### src/sv/pid_pkg.sv
// Shared widths, register indexes and controller states of the PID block.
package pid_pkg;

    // Field and state widths
    localparam int ERR_W      = 32;
    localparam int GAIN_W     = 32;
    localparam int DT_W       = 24;
    localparam int INTEG_W    = 48;
    localparam int DIFF_W     = ERR_W + 1;
    localparam int MAG_W      = 32;
    localparam int CFG_IDX_W  = 3;
    localparam int CFG_DATA_W = 32;

    // Product widths of the serial multipliers
    localparam int PROD_P_W   = GAIN_W + MAG_W;
    localparam int PROD_INC_W = MAG_W + DT_W;
    localparam int PROD_I_W   = GAIN_W + INTEG_W;
    localparam int PROD_D_W   = GAIN_W + MAG_W;

    // Rounding shifts back to the target formats
    localparam int P_SHIFT    = 16;
    localparam int INC_SHIFT  = 8;
    localparam int I_SHIFT    = 48;

    // Term widths
    localparam int PM_W       = PROD_P_W - P_SHIFT;
    localparam int IM_W       = PROD_I_W - I_SHIFT;
    localparam int DQ_W       = 49;
    localparam int SUM_W      = 51;

    // Reset values of the output limits
    localparam logic [CFG_DATA_W-1:0] LO_RESET = 32'h8000_0000;
    localparam logic [CFG_DATA_W-1:0] HI_RESET = 32'h7FFF_FFFF;

    typedef enum logic [CFG_IDX_W-1:0] {
        CFG_KP = 3'd0,
        CFG_KI = 3'd1,
        CFG_KD = 3'd2,
        CFG_LO = 3'd3,
        CFG_HI = 3'd4
    } t_cfg_idx;

    typedef enum logic [3:0] {
        ST_IDLE,
        ST_LOAD,
        ST_MUL1,
        ST_ROUND,
        ST_INTEG,
        ST_LOAD2,
        ST_MUL2,
        ST_TERMS,
        ST_SUM,
        ST_CLAMP
    } t_state;

endpackage

### src/sv/pid_ifs.sv
// Valid/ready channel interfaces for the PID input items and results.
interface pid_in_if;
    import pid_pkg::*;
    logic                    valid;
    logic                    ready;
    logic signed [ERR_W-1:0] error_value;
    logic [DT_W-1:0]         time_step;

    modport source (output valid, output error_value, output time_step, input ready);
    modport sink   (input valid, input error_value, input time_step, output ready);
endinterface

interface pid_out_if;
    import pid_pkg::*;
    logic                    valid;
    logic                    ready;
    logic signed [ERR_W-1:0] drive_value;
    logic                    clamped;

    modport source (output valid, output drive_value, output clamped, input ready);
    modport sink   (input valid, input drive_value, input clamped, output ready);
endinterface

### src/sv/pid_smul.sv
// Bit-serial unsigned shift-add multiplier, one multiplier bit per cycle.
module pid_smul #(
    parameter int A_W = 32,
    parameter int B_W = 32
) (
    input  logic               i_clk,
    input  logic               i_rst_n,
    input  logic               i_start,
    input  logic [A_W-1:0]     i_a,
    input  logic [B_W-1:0]     i_b,
    output logic               o_busy,
    output logic [A_W+B_W-1:0] o_prod
);
    localparam int CNT_W = $clog2(B_W + 1);

    logic [A_W-1:0]     r_a;
    logic [A_W+B_W-1:0] r_acc;
    logic [CNT_W-1:0]   r_cnt;
    logic               r_busy;
    logic [A_W:0]       w_sum;
    logic [A_W+B_W-1:0] n_acc;

    // Add the multiplicand when the current multiplier bit is set, then shift right
    always_comb begin
        w_sum = {1'b0, r_acc[A_W+B_W-1:B_W]} + (r_acc[0] ? {1'b0, r_a} : {(A_W+1){1'b0}});
        n_acc = {w_sum, r_acc[B_W-1:1]};
    end

    // Sequence the B_W steps
    always_ff @(posedge i_clk) begin
        if (!i_rst_n) begin
            r_busy <= 1'b0;
            r_cnt  <= '0;
        end else if (i_start) begin
            r_busy <= 1'b1;
            r_cnt  <= CNT_W'(B_W);
        end else if (r_busy) begin
            r_cnt <= r_cnt - CNT_W'(1);
            if (r_cnt == CNT_W'(1)) begin
                r_busy <= 1'b0;
            end
        end
    end

    // Load operands and advance the accumulator
    always_ff @(posedge i_clk) begin
        if (i_start) begin
            r_a   <= i_a;
            r_acc <= {{A_W{1'b0}}, i_b};
        end else if (r_busy) begin
            r_acc <= n_acc;
        end
    end

    assign o_busy = r_busy;
    assign o_prod = r_acc;

endmodule

### src/sv/pid_sdiv.sv
// Bit-serial restoring divider for the derivative term, rounded, with saturation.
module pid_sdiv (
    input  logic                         i_clk,
    input  logic                         i_rst_n,
    input  logic                         i_start,
    input  logic [pid_pkg::PROD_D_W-1:0] i_num,
    input  logic [pid_pkg::DT_W-1:0]     i_den,
    output logic                         o_busy,
    output logic [pid_pkg::DQ_W-1:0]     o_quot
);
    import pid_pkg::*;

    // Dividend is num * 2^9; quotient bits below 2^49 are developed serially
    localparam int STEPS  = DQ_W;
    localparam int HI_LSB = PROD_D_W - DT_W;
    localparam int PAD    = STEPS - HI_LSB;
    localparam int CNT_W  = $clog2(STEPS + 1);

    logic [DT_W-1:0]  r_rem;
    logic [DT_W-1:0]  r_den;
    logic [STEPS-1:0] r_shf;
    logic             r_sat;
    logic [CNT_W-1:0] r_cnt;
    logic             r_busy;

    logic [DT_W:0]    w_trial;
    logic [DT_W:0]    w_diff;
    logic             w_ge;
    logic [DT_W-1:0]  n_rem;
    logic [STEPS:0]   w_round;

    // One trial subtraction per cycle
    always_comb begin
        w_trial = {r_rem, r_shf[STEPS-1]};
        w_ge    = (w_trial >= {1'b0, r_den});
        w_diff  = w_trial - {1'b0, r_den};
        n_rem   = w_ge ? w_diff[DT_W-1:0] : w_trial[DT_W-1:0];
        w_round = {1'b0, r_shf} + (STEPS+1)'(1);
    end

    // Sequence the quotient steps
    always_ff @(posedge i_clk) begin
        if (!i_rst_n) begin
            r_busy <= 1'b0;
            r_cnt  <= '0;
        end else if (i_start) begin
            r_busy <= 1'b1;
            r_cnt  <= CNT_W'(STEPS);
        end else if (r_busy) begin
            r_cnt <= r_cnt - CNT_W'(1);
            if (r_cnt == CNT_W'(1)) begin
                r_busy <= 1'b0;
            end
        end
    end

    // Load the dividend high part as the first remainder; shift quotient bits in
    always_ff @(posedge i_clk) begin
        if (i_start) begin
            r_rem <= i_num[PROD_D_W-1:HI_LSB];
            r_shf <= {i_num[HI_LSB-1:0], {PAD{1'b0}}};
            r_den <= i_den;
            r_sat <= (i_num[PROD_D_W-1:HI_LSB] >= i_den);
        end else if (r_busy) begin
            r_rem <= n_rem;
            r_shf <= {r_shf[STEPS-2:0], w_ge};
        end
    end

    // Round half up on the extra quotient bit; hold at 2^48 on overflow
    assign o_quot = r_sat ? {1'b1, {(DQ_W-1){1'b0}}} : w_round[STEPS:1];
    assign o_busy = r_busy;

endmodule

### src/sv/pid_controller_with_clamp.sv
// Parallel-form PID step with saturating integral and clamped output, top level.
// Each transfer on i_item brings a Q16.16 error and a Q0.24 time step; one
// result per item leaves on o_result as a Q16.16 drive value with a clamp
// flag. Items are handled one at a time: the next item is accepted only after
// the current result is loaded into the output register. The time per item is
// set by the bit-serial multiply for the P, increment and D products, followed
// by the bit-serial multiply of the integral gain by the updated integral (the
// 49-step derivative division runs beside it), plus the sequencing states.
// A finished result waits in the output register, and the next item is taken
// while it waits; a second result stalls until the first one is transferred.
// The user must write gains and limits through the i_cfg port while the block
// is idle; the block itself does not enforce this.
module pid_controller_with_clamp (
    input  logic                           i_clk,
    input  logic                           i_rst_n,
    input  logic                           i_cfg_we,
    input  logic [pid_pkg::CFG_IDX_W-1:0]  i_cfg_index,
    input  logic [pid_pkg::CFG_DATA_W-1:0] i_cfg_data,
    pid_in_if.sink                         i_item,
    pid_out_if.source                      o_result
);
    import pid_pkg::*;

    // Configuration and persistent state
    logic [GAIN_W-1:0]     r_kp, r_ki, r_kd;
    logic [CFG_DATA_W-1:0] r_lo, r_hi;
    logic [INTEG_W-1:0]    r_integ;
    logic [ERR_W-1:0]      r_prev;

    // Per-item working registers
    logic [ERR_W-1:0]      r_err;
    logic [DT_W-1:0]       r_dt;
    logic [DIFF_W-1:0]     r_diff;
    logic                  r_p_neg, r_inc_neg, r_d_neg, r_i_neg, r_dt_zero;
    logic [PM_W-1:0]       r_p_mag, r_p;
    logic [INTEG_W-1:0]    r_inc_mag;
    logic [IM_W-1:0]       r_i_mag;
    logic [SUM_W-1:0]      r_pd, r_sum;
    logic [ERR_W-1:0]      r_drive;
    logic                  r_clamped;
    logic                  r_out_valid;

    t_state r_state, n_state;

    // Controller outputs
    logic w_ready, w_start1, w_start_div, w_start_i, w_out_load;
    logic w_in_acc, w_out_acc;

    // Unit connections
    logic [MAG_W-1:0]      w_err_mag, w_kp_mag, w_kd_mag, w_ki_mag, w_diff_mag;
    logic [INTEG_W-1:0]    w_integ_mag;
    logic [PROD_P_W-1:0]   w_prod_p;
    logic [PROD_INC_W-1:0] w_prod_inc;
    logic [PROD_I_W-1:0]   w_prod_i;
    logic [PROD_D_W-1:0]   w_prod_d;
    logic [DQ_W-1:0]       w_quot;
    logic                  w_busy_p, w_busy_inc, w_busy_i, w_busy_d, w_busy_div;

    // Datapath intermediates
    logic [INTEG_W+1:0]    w_inc_x, w_integ_s;
    logic [INTEG_W-1:0]    n_integ;
    logic [PM_W-1:0]       n_p;
    logic [DQ_W-1:0]       w_d_mag;
    logic [SUM_W-1:0]      w_p_ext, w_d_x, w_i_x, w_lo_ext, w_hi_ext;
    logic                  w_below, w_above;

    assign w_in_acc  = i_item.valid && w_ready;
    assign w_out_acc = r_out_valid && o_result.ready;

    // Next state
    always_comb begin
        n_state = r_state;
        case (r_state)
            ST_IDLE:  if (i_item.valid) n_state = ST_LOAD;
            ST_LOAD:  n_state = ST_MUL1;
            ST_MUL1:  if (!w_busy_p && !w_busy_inc && !w_busy_d) n_state = ST_ROUND;
            ST_ROUND: n_state = ST_INTEG;
            ST_INTEG: n_state = ST_LOAD2;
            ST_LOAD2: n_state = ST_MUL2;
            ST_MUL2:  if (!w_busy_i && !w_busy_div) n_state = ST_TERMS;
            ST_TERMS: n_state = ST_SUM;
            ST_SUM:   n_state = ST_CLAMP;
            ST_CLAMP: if (!r_out_valid) n_state = ST_IDLE;
            default:  n_state = ST_IDLE;
        endcase
    end

    // Controller outputs
    always_comb begin
        w_ready     = 1'b0;
        w_start1    = 1'b0;
        w_start_div = 1'b0;
        w_start_i   = 1'b0;
        w_out_load  = 1'b0;
        case (r_state)
            ST_IDLE:  w_ready     = 1'b1;
            ST_LOAD:  w_start1    = 1'b1;
            ST_ROUND: w_start_div = 1'b1;
            ST_LOAD2: w_start_i   = 1'b1;
            ST_CLAMP: w_out_load  = !r_out_valid;
            default: begin
            end
        endcase
    end

    always_ff @(posedge i_clk) begin
        if (!i_rst_n) begin
            r_state <= ST_IDLE;
        end else begin
            r_state <= n_state;
        end
    end

    // Operand magnitudes
    always_comb begin
        w_err_mag   = r_err[ERR_W-1] ? (~r_err + 1'b1) : r_err;
        w_kp_mag    = r_kp[GAIN_W-1] ? (~r_kp + 1'b1) : r_kp;
        w_kd_mag    = r_kd[GAIN_W-1] ? (~r_kd + 1'b1) : r_kd;
        w_ki_mag    = r_ki[GAIN_W-1] ? (~r_ki + 1'b1) : r_ki;
        w_diff_mag  = r_diff[DIFF_W-1] ? MAG_W'(~r_diff + 1'b1) : r_diff[MAG_W-1:0];
        w_integ_mag = r_integ[INTEG_W-1] ? (~r_integ + 1'b1) : r_integ;
    end

    pid_smul #(.A_W(GAIN_W), .B_W(MAG_W)) u_mul_p (
        .i_clk(i_clk), .i_rst_n(i_rst_n), .i_start(w_start1),
        .i_a(w_kp_mag), .i_b(w_err_mag), .o_busy(w_busy_p), .o_prod(w_prod_p)
    );

    pid_smul #(.A_W(MAG_W), .B_W(DT_W)) u_mul_inc (
        .i_clk(i_clk), .i_rst_n(i_rst_n), .i_start(w_start1),
        .i_a(w_err_mag), .i_b(r_dt), .o_busy(w_busy_inc), .o_prod(w_prod_inc)
    );

    pid_smul #(.A_W(GAIN_W), .B_W(MAG_W)) u_mul_d (
        .i_clk(i_clk), .i_rst_n(i_rst_n), .i_start(w_start1),
        .i_a(w_kd_mag), .i_b(w_diff_mag), .o_busy(w_busy_d), .o_prod(w_prod_d)
    );

    pid_smul #(.A_W(GAIN_W), .B_W(INTEG_W)) u_mul_i (
        .i_clk(i_clk), .i_rst_n(i_rst_n), .i_start(w_start_i),
        .i_a(w_ki_mag), .i_b(w_integ_mag), .o_busy(w_busy_i), .o_prod(w_prod_i)
    );

    pid_sdiv u_div (
        .i_clk(i_clk), .i_rst_n(i_rst_n), .i_start(w_start_div),
        .i_num(w_prod_d), .i_den(r_dt), .o_busy(w_busy_div), .o_quot(w_quot)
    );

    // Integral update with saturation at the accumulator range
    always_comb begin
        w_inc_x   = {2'b00, r_inc_mag} ^ {(INTEG_W+2){r_inc_neg}};
        w_integ_s = {{2{r_integ[INTEG_W-1]}}, r_integ} + w_inc_x + (INTEG_W+2)'(r_inc_neg);
        if (w_integ_s[INTEG_W+1:INTEG_W-1] == 3'b000 ||
            w_integ_s[INTEG_W+1:INTEG_W-1] == 3'b111) begin
            n_integ = w_integ_s[INTEG_W-1:0];
        end else if (w_integ_s[INTEG_W+1]) begin
            n_integ = {1'b1, {(INTEG_W-1){1'b0}}};
        end else begin
            n_integ = {1'b0, {(INTEG_W-1){1'b1}}};
        end
        n_p = r_p_neg ? (~r_p_mag + 1'b1) : r_p_mag;
    end

    // Term combination and clamp compares
    always_comb begin
        w_d_mag  = r_dt_zero ? '0 : w_quot;
        w_p_ext  = {{(SUM_W-PM_W){r_p[PM_W-1]}}, r_p};
        w_d_x    = {{(SUM_W-DQ_W){1'b0}}, w_d_mag} ^ {SUM_W{r_d_neg}};
        w_i_x    = {{(SUM_W-IM_W){1'b0}}, r_i_mag} ^ {SUM_W{r_i_neg}};
        w_lo_ext = {{(SUM_W-CFG_DATA_W){r_lo[CFG_DATA_W-1]}}, r_lo};
        w_hi_ext = {{(SUM_W-CFG_DATA_W){r_hi[CFG_DATA_W-1]}}, r_hi};
        w_below  = ($signed(r_sum) < $signed(w_lo_ext));
        w_above  = ($signed(r_sum) > $signed(w_hi_ext));
    end

    // Configuration registers and persistent state
    always_ff @(posedge i_clk) begin
        if (!i_rst_n) begin
            r_kp    <= '0;
            r_ki    <= '0;
            r_kd    <= '0;
            r_lo    <= LO_RESET;
            r_hi    <= HI_RESET;
            r_integ <= '0;
            r_prev  <= '0;
        end else begin
            if (i_cfg_we) begin
                case (t_cfg_idx'(i_cfg_index))
                    CFG_KP:  r_kp <= i_cfg_data;
                    CFG_KI:  r_ki <= i_cfg_data;
                    CFG_KD:  r_kd <= i_cfg_data;
                    CFG_LO:  r_lo <= i_cfg_data;
                    CFG_HI:  r_hi <= i_cfg_data;
                    default: begin
                    end
                endcase
            end
            if (w_in_acc) begin
                r_prev <= i_item.error_value;
            end
            if (r_state == ST_INTEG) begin
                r_integ <= n_integ;
            end
        end
    end

    // Per-item datapath registers
    always_ff @(posedge i_clk) begin
        if (w_in_acc) begin
            r_err     <= i_item.error_value;
            r_dt      <= i_item.time_step;
            r_dt_zero <= (i_item.time_step == '0);
            r_diff    <= {i_item.error_value[ERR_W-1], i_item.error_value}
                         - {r_prev[ERR_W-1], r_prev};
        end
        if (w_start1) begin
            r_p_neg   <= r_kp[GAIN_W-1] ^ r_err[ERR_W-1];
            r_inc_neg <= r_err[ERR_W-1];
            r_d_neg   <= r_kd[GAIN_W-1] ^ r_diff[DIFF_W-1];
        end
        if (r_state == ST_ROUND) begin
            r_p_mag   <= w_prod_p[PROD_P_W-1:P_SHIFT] + PM_W'(w_prod_p[P_SHIFT-1]);
            r_inc_mag <= w_prod_inc[PROD_INC_W-1:INC_SHIFT]
                         + INTEG_W'(w_prod_inc[INC_SHIFT-1]);
        end
        if (r_state == ST_INTEG) begin
            r_p <= n_p;
        end
        if (w_start_i) begin
            r_i_neg <= r_ki[GAIN_W-1] ^ r_integ[INTEG_W-1];
        end
        if (r_state == ST_TERMS) begin
            r_i_mag <= w_prod_i[PROD_I_W-1:I_SHIFT] + IM_W'(w_prod_i[I_SHIFT-1]);
            r_pd    <= w_p_ext + w_d_x + SUM_W'(r_d_neg);
        end
        if (r_state == ST_SUM) begin
            r_sum <= r_pd + w_i_x + SUM_W'(r_i_neg);
        end
        if (w_out_load) begin
            if (w_below) begin
                r_drive   <= r_lo;
                r_clamped <= 1'b1;
            end else if (w_above) begin
                r_drive   <= r_hi;
                r_clamped <= 1'b1;
            end else begin
                r_drive   <= r_sum[ERR_W-1:0];
                r_clamped <= 1'b0;
            end
        end
    end

    // Hold the result until its transfer completes
    always_ff @(posedge i_clk) begin
        if (!i_rst_n) begin
            r_out_valid <= 1'b0;
        end else if (w_out_load) begin
            r_out_valid <= 1'b1;
        end else if (w_out_acc) begin
            r_out_valid <= 1'b0;
        end
    end

    assign i_item.ready         = w_ready;
    assign o_result.valid       = r_out_valid;
    assign o_result.drive_value = r_drive;
    assign o_result.clamped     = r_clamped;

endmodule

### src/flat_wrapper.sv
// flat-port wrapper written by rule: the top's interface ports become plain ports
module pid_controller_with_clamp_flat import pid_pkg::*;
  (i_clk, i_rst_n, i_cfg_we, i_cfg_index, i_cfg_data, i_item_valid, i_item_error_value, i_item_time_step, i_item_ready, o_result_valid, o_result_drive_value, o_result_clamped, o_result_ready);
  pid_in_if i_item_i ();
  pid_out_if o_result_i ();
  input  logic i_clk;
  input  logic i_rst_n;
  input  logic i_cfg_we;
  input  logic [pid_pkg::CFG_IDX_W-1:0] i_cfg_index;
  input  logic [pid_pkg::CFG_DATA_W-1:0] i_cfg_data;
  input wire logic [$bits(i_item_i.valid)-1:0] i_item_valid;
  input wire logic [$bits(i_item_i.error_value)-1:0] i_item_error_value;
  input wire logic [$bits(i_item_i.time_step)-1:0] i_item_time_step;
  output wire logic [$bits(i_item_i.ready)-1:0] i_item_ready;
  output wire logic [$bits(o_result_i.valid)-1:0] o_result_valid;
  output wire logic [$bits(o_result_i.drive_value)-1:0] o_result_drive_value;
  output wire logic [$bits(o_result_i.clamped)-1:0] o_result_clamped;
  input wire logic [$bits(o_result_i.ready)-1:0] o_result_ready;
  assign i_item_i.valid = i_item_valid;
  assign i_item_i.error_value = i_item_error_value;
  assign i_item_i.time_step = i_item_time_step;
  assign i_item_ready = i_item_i.ready;
  assign o_result_valid = o_result_i.valid;
  assign o_result_drive_value = o_result_i.drive_value;
  assign o_result_clamped = o_result_i.clamped;
  assign o_result_i.ready = o_result_ready;
  pid_controller_with_clamp u_core (.i_clk(i_clk), .i_rst_n(i_rst_n), .i_cfg_we(i_cfg_we), .i_cfg_index(i_cfg_index), .i_cfg_data(i_cfg_data), .i_item(i_item_i), .o_result(o_result_i));
endmodule
### config.mk
export PLATFORM = sky130hd
export DESIGN_NAME = pid_controller_with_clamp_flat
export DESIGN_NICKNAME = d
export VERILOG_FILES = /design/src/sv/pid_pkg.sv /design/src/sv/pid_ifs.sv /design/src/sv/pid_smul.sv /design/src/sv/pid_sdiv.sv /design/src/sv/pid_controller_with_clamp.sv /design/src/flat_wrapper.sv
export SDC_FILE = /design/constraint.sdc
export NUM_CORES = 2
export LEC_CHECK = 0
export ABC_CLOCK_PERIOD_IN_PS = 11100
export BUFFER_PORTS_ARGS = -buffer_cell sky130_fd_sc_hd__buf_2
export CAP_MARGIN = 20
export CORE_ASPECT_RATIO = 0.8
export CORE_MARGIN = 8
export CORE_UTILIZATION = 58
export DETAILED_ROUTE_END_ITERATION = 10
export PLACE_DENSITY = 0.74
export SETUP_SLACK_MARGIN = 0.2
export SLEW_MARGIN = 20
export SYNTH_ARGS = -nofsm -noshare
export SYNTH_HDL_FRONTEND = slang
export SYNTH_HIERARCHICAL = 1
export SYNTH_SLANG_ARGS = --single-unit
### constraint.sdc
create_clock -name i_clk -period 11.1 [get_ports i_clk]
set_input_delay 0.555 -clock i_clk [delete_from_list [all_inputs] [get_ports i_clk]]
set_output_delay 0.555 -clock i_clk [all_outputs]
set_load 0.01 [all_outputs]
### Word-level counts from Yosys, hierarchy flattened

Index checks and enable logic that the tools add are counted.

* register bits after elaboration: 1174
* bits in latches: 0
* memory bits (writable): 0
* bits in read-only memories: 0
* input bits: 96
* output and inout port bits: 35
* word-level logic and storage cells: 228
* memories kept: 0

* $add $sub $neg: 28
* multiply operators: 0
* div/mod/pow operators: 0
* $lt $le $gt $ge: 4
* equal/unequal tests: 23
* shift operators: 0
* muxes and demuxes: 68
* bitwise operators: 14
* reduce and logical (&&, ||, !) cells: 31

Operators with widths (number)
* 2-to-1 mux 32 bit: 12
* 2-to-1 mux 48 bit: 6
* 2-to-1 mux 49 bit: 4
* adder 32 x 1 -> 32 bit, second input constant: 5
* inverter 32 bit: 5
* adder 32 x 32 -> 33 bit: 4
* 2-to-1 mux 24 bit: 5
* adder 51 x 1 -> 51 bit: 2
* adder 51 bit: 2
* adder 48 x 1 -> 48 bit: 2
* adder 48 x 1 -> 48 bit, second input constant: 2
* inverter 48 bit: 2
* 2-to-1 mux 31 bit: 3
* greater-than comparator 51 x 32 -> 1 bit: 1
* less-than comparator 51 x 32 -> 1 bit: 1
* bitwise XOR 32 x 51 -> 51 bit: 1
* bitwise XOR 49 x 51 -> 51 bit: 1
* adder 49 x 1 -> 50 bit, second input constant: 1
* adder 50 x 1 -> 50 bit: 1
* adder 50 bit: 1
* bitwise XOR 48 x 50 -> 50 bit: 1
* 2-to-1 mux 6 bit: 8
* one-hot mux 4 bit (10 select lines): 1
* subtractor 32 x 32 -> 33 bit: 1
* 32 further kinds: 96

### Logic depth before layout (Yosys ltp)

* depth after elaboration: 6
* mapped depth: 22
* mapped depth without buffers: 22

### Cells and area by module

The synthesis kept the hierarchy.

Modules (own cells, without submodules)
* pid_controller_with_clamp: instances 1, cells an instance 4553, area each 42174.2 um^2, sequential area each 17066.4 um^2
* pid_sdiv: instances 1, cells an instance 755, area each 7278.2 um^2, sequential area each 2992.9 um^2
* pid_smul at u_core.u_mul_i: instances 1, cells an instance 566, area each 6308.6 um^2, sequential area each 3183.1 um^2
* pid_smul at u_core.u_mul_p: instances 1, cells an instance 522, area each 5607.9 um^2, sequential area each 2702.6 um^2
* pid_smul at u_core.u_mul_d: instances 1, cells an instance 496, area each 5480.3 um^2, sequential area each 2702.6 um^2
* pid_smul at u_core.u_mul_inc: instances 1, cells an instance 525, area each 5395.2 um^2, sequential area each 2442.3 um^2

### Worst setup path after synthesis

Ideal clock, no wire load.

* path type: register to register
* start: register u_core.r_state[1]
* end: register u_core.u_div.r_rem[0], enable pin
* arrival time: 10.809 ns
* data required time: 10.706 ns
* path slack: -0.104 ns
* stages on the path, launching flop included: 8
* path buffers: 4
* clock period less this slack: 11.204 ns
* cell sequence: dfxtp_1 -> clkbuf_1 -> nand2_1 -> nor3_1 -> clkbuf_1 -> clkbuf_1 -> clkbuf_1 -> or2_2

* longest elaborated chain between the ends: 3

Ends and longest elaborated chain
* start, declared: line pid_controller_with_clamp.sv:43 `t_state r_state, n_state;`
* start signal, assigned: line pid_controller_with_clamp.sv:110 `r_state <= n_state;`
* == test 4 x 2 -> 1 bit: line pid_controller_with_clamp.sv:95 `case (r_state)`
* 2-to-1 mux 1 bit: line pid_controller_with_clamp.sv:95
* via u_core.w_start_div: line pid_controller_with_clamp.sv:46 `logic w_ready, w_start1, w_start_div, w_start_i, w_out_load;`
* nonzero test 2 bit (no line)
* end signal, assigned: line pid_sdiv.sv:60 `r_rem <= i_num[PROD_D_W-1:HI_LSB];`
* end signal, assigned: line pid_sdiv.sv:65 `r_rem <= n_rem;`
* end, declared: line pid_sdiv.sv:19 `logic [DT_W-1:0] r_rem;`

The timed path passes the listed nets, and every way through them passes these cells.
A chain may end at the register's enable or synchronous reset.

### Worst setup path after layout

* start: register u_core.u_div.r_shf[1]
* end: register u_core.r_pd[49] (data pin)

* longest elaborated chain between the ends: 6

Ends and longest elaborated chain
* start, declared: line pid_sdiv.sv:21 `logic [STEPS-1:0] r_shf;`
* start signal, assigned: line pid_sdiv.sv:61 `r_shf <= {i_num[HI_LSB-1:0], {PAD{1'b0}}};`
* start signal, assigned: line pid_sdiv.sv:66 `r_shf <= {r_shf[STEPS-2:0], w_ge};`
* adder 49 x 1 -> 50 bit: line pid_sdiv.sv:38 `w_round = {1'b0, r_shf} + (STEPS+1)'(1);`
* 2-to-1 mux 49 bit: line pid_sdiv.sv:71 `assign o_quot = r_sat ? {1'b1, {(DQ_W-1){1'b0}}} : w_round[STEPS:1];`
* via u_core.w_quot[13]: line pid_controller_with_clamp.sv:56 `logic [DQ_W-1:0] w_quot;`
* 2-to-1 mux 49 bit: line pid_controller_with_clamp.sv:166 `w_d_mag = r_dt_zero ? '0 : w_quot;`
* bitwise XOR 49 x 51 -> 51 bit: line pid_controller_with_clamp.sv:168 `w_d_x = {{(SUM_W-DQ_W){1'b0}}, w_d_mag} ^ {SUM_W{r_d_neg}};`
* adder 51 bit: line pid_controller_with_clamp.sv:234 `r_pd <= w_p_ext + w_d_x + SUM_W'(r_d_neg);`
* adder 51 x 1 -> 51 bit: line pid_controller_with_clamp.sv:234
* end signal, assigned: line pid_controller_with_clamp.sv:234
* end, declared: line pid_controller_with_clamp.sv:38 `logic [SUM_W-1:0] r_pd, r_sum;`

The timed path passes the listed nets, and every way through them passes these cells.

==> metrics.yaml <==
synthToLayoutAreaGrowth_pct: 8.87
p_comb_frac: 0.253
clock_skew_ns: 0.0223
synth_fp_nets: 8002
post_cts_resized: 0
postSynthAreaPerCell_um2: 9.74
globalRouteTotalUtil: 0.281
p_clk_frac: 0.306
synth_ff_type: "edfxtp_1"
final_nets: 8044
ios: 131
yosys.area.top_type_share: 0.315
maxCapViolCount: 0
seqPwrFrac: 0.440
synth_top_cell_by_area: "edfxtp_1"
seq_area_frac_synth: 0.430
fin_area_um2: 78700
fin_crit_sh: 0.500
grt_pass1_wl_um: 307000
overflow: 0
cts_tree: "done"
p_int_mw: 8.81
drtPass1Iterations: 6
drt_iter0_markers: 5661
tightest_slew_ns: 1.14
yosys_register_bits: 1174
drive_above_1_share: 0.0820
critPathSlowestCell: "o31ai_1"
route.antenna.remaining_nets: 0
numCtsBuffers: 118
clkTransAtPathRegs_ns: 0.06
slew-limit-headroom: 0.242
syn_inst: 7417
routabilityCongestion: 0.951
required_ns: 11.61
cp_slowest_stage_delay_ns: 0.51
drcViolationCount: 0
fmax_ghz: 0.180
rows: 115
port_buffers: 130
ys_warn_count: 6
place_inst: 8939
synth.most_common_cell: "nand2_1"
finalNonFillerCells: 9211
finalWirelength_um: 199000
cp_cell_sequence: "ha_1 > and3_1 > nand3_1 > or2_4 > inv_1 > nand2_1 > xor2_1 > nor2_1 > nand2b_1 > xnor2_1 > ha_1 > nor2_1 > o311ai_0 > o311ai_0 > a21oi_1 > a31o_2 > a21oi_1 > o31ai_1 > a211oi_1 > o41ai_1 > o22ai_1 > xnor2_1"
synth_edf_count: 758
ys_types: 113
finalCriticalPeriod_ns: 5.55
wl_per_cell_um: 21.6
fillers: 9978
switching_share: 0.331
crit_fanout: 6
worst_setup_path_start_kind: "flip-flop"
num_vias: 56700
antenna_found_initial: 16
power_mw: 13.2
arrival_ns: 6.05
htreeDepth: 3
switchingPower_mw: 4.35
initial_core_util: 0.586
final_hold_viol_count: 0
leakage_nw: 30.5
clock_tree.buffer_depth: 3
syn-cell-area_um2: 72200
die_area_um2: 136000
cts_root_buf: "clkbuf_16"
grt_pass1_vias: 52600
peakVddDrop_v: 0.000170
path_class: "flip-flop to flip-flop"
fin_hold_ws_ns: 0.0495
end_kind: "flip-flop"
synth_area_leaders: "edfxtp_1 32%, dfxtp_1 12%, ha_1 8.3%"
via_per_inst: 6.16
worstSkewPairLatency_ns: 0.77
hpwl_um: 147000
setup_tns_ns: 0
cellPowerDensity_nw_per_um2: 167
postSynth.asyncResetShare: 0
die_x_um: 411
cts.sinks: 1174
place_area_um2: 74300
status: "completed"
setup_viol: 0
rsz0062_at_grt: "false"
die_h_um: 332
yosys-top-cells-count: "819 x nand2_1, 758 x edfxtp_1, 585 x a21oi_1"
grt_max_degree: 165
drv_slew: 0
min_path_type: "input pin to flip-flop"
coreArea_um2: 123000
timing repair:
item                                   CTS  global route
setup buffers                            0             0
endpoints found under the hold margin   35             0
hold buffers                            35             0
through the flow:
step / setup slack [ns] / utilization
final: 5.55 / 0.638
after CTS: 5.57 / 0.637
after global routing: 5.15 / 0.638
after detailed placement: 5.62 / 0.603
after floorplan: 0.894 / -
after global placement: 5.70 / 0.603
logic make-up (layout without fill, tap and decap cells):
logic type,count (synthesis),count (layout),share of synthesized area
compound gates,1809,1809,0.162
xor+xnor,822,822,0.0997
fa+ha+maj,489,489,0.0856
buf+inv,597,745,0.0316
flops,1174,1174,0.430
mux,254,254,0.0376
other cells,0,8,0
simple gates,2272,2272,0.153
worst paths after layout:
check	slack, ns	end	cells past startpoint	startpoint
worst max-delay path	5.55	u_core/r_pd[49]$_DFFE_PP_	22	u_core/u_div/r_shf[1]$_SDFFE_PP0P_
worst min-delay path	0.05	u_core/r_err[17]$_DFFE_PP_	1	i_item_error_value[17]
worst max register to register	5.55	u_core/r_pd[49]$_DFFE_PP_	22	u_core/u_div/r_shf[1]$_SDFFE_PP0P_
worst min register to register	0.45	u_core/r_lo[23]$_SDFFE_PN0P_	2	u_core/r_lo[23]$_SDFFE_PN0P_
cells in the final DEF, fill, tap and decap left out, types with 151 or more instances in the layout:
cell type,synthesis,layout
a21o_1,195,195
dfxtp_1,416,414
o21ai_0,348,348
inv_1,290,287
and2_1,151,151
xnor2_1,566,566
xor2_1,256,256
nand2_1,819,819
nand3_1,152,152
ha_1,480,480
edfxtp_1,758,758
nor2_1,457,452
a21oi_1,585,584
flip-flops by register name (all words and copies together), names as in the netlist, 33 cells and up:
name / flops
u_core/r_diff: 33
u_core/u_div/r_shf: 49
u_core/r_integ: 48
u_core/r_sum: 51
u_core/u_mul_d/o_prod: 64
u_core/r_inc_mag: 48
u_core/r_p_mag: 48
u_core/r_p: 48
u_core/u_mul_i/o_prod: 80
u_core/u_mul_inc/o_prod: 56
u_core/r_pd: 51
u_core/u_mul_p/o_prod: 64
worst max-delay path, delay by kind of cell, from the launching register on:
family          cells  cell delay, ns
simple gates        7            1.13
flops               1            0.39
xor+xnor            3            0.43
buf+inv             1            0.06
fa+ha+maj           2            0.59
compound gates      9            2.69
power by group through the flow:
| stage | clock network (mW) | logic, mW | registers, mW |
|---|---|---|---|
| after floorplan | 0 | 2.50 | 5.65 |
| after global placement | 0 | 3.20 | 5.85 |
| after detailed placement | 0 | 3.26 | 5.87 |
| after CTS | 4.09 | 3.29 | 5.78 |
| after global routing | 4.26 | 3.67 | 5.85 |
| final | 4.03 | 3.34 | 5.80 |
cell type report:
class | count | area, um2 | area share
Sequential cell | 1174 | 31100 | 0.395
Timing Repair Buffer | 226 | 1500 | 0.0191
Multi-Input combinational cell | 5646 | 39000 | 0.496
Tap cell | 1638 | 2050 | 0.0261
Inverter | 293 | 1110 | 0.0141
Clock inverter | 62 | 579 | 0.00737
Antenna cell | 8 | 20.0 | 0.000255
Clock buffer | 164 | 3330 | 0.0423
layer usage:
layer  global-route usage  vias up  share of wire  wire length [um]
met5                    0        -        0.00021                41
met4               0.0564        6          0.018              3550
met3               0.0545      244          0.082             16400
met2                0.417     1991           0.42             84500
met1                0.428    27400           0.48             94700
li1                     -    27100              -                 -
Power figures use the tool's default switching activity.
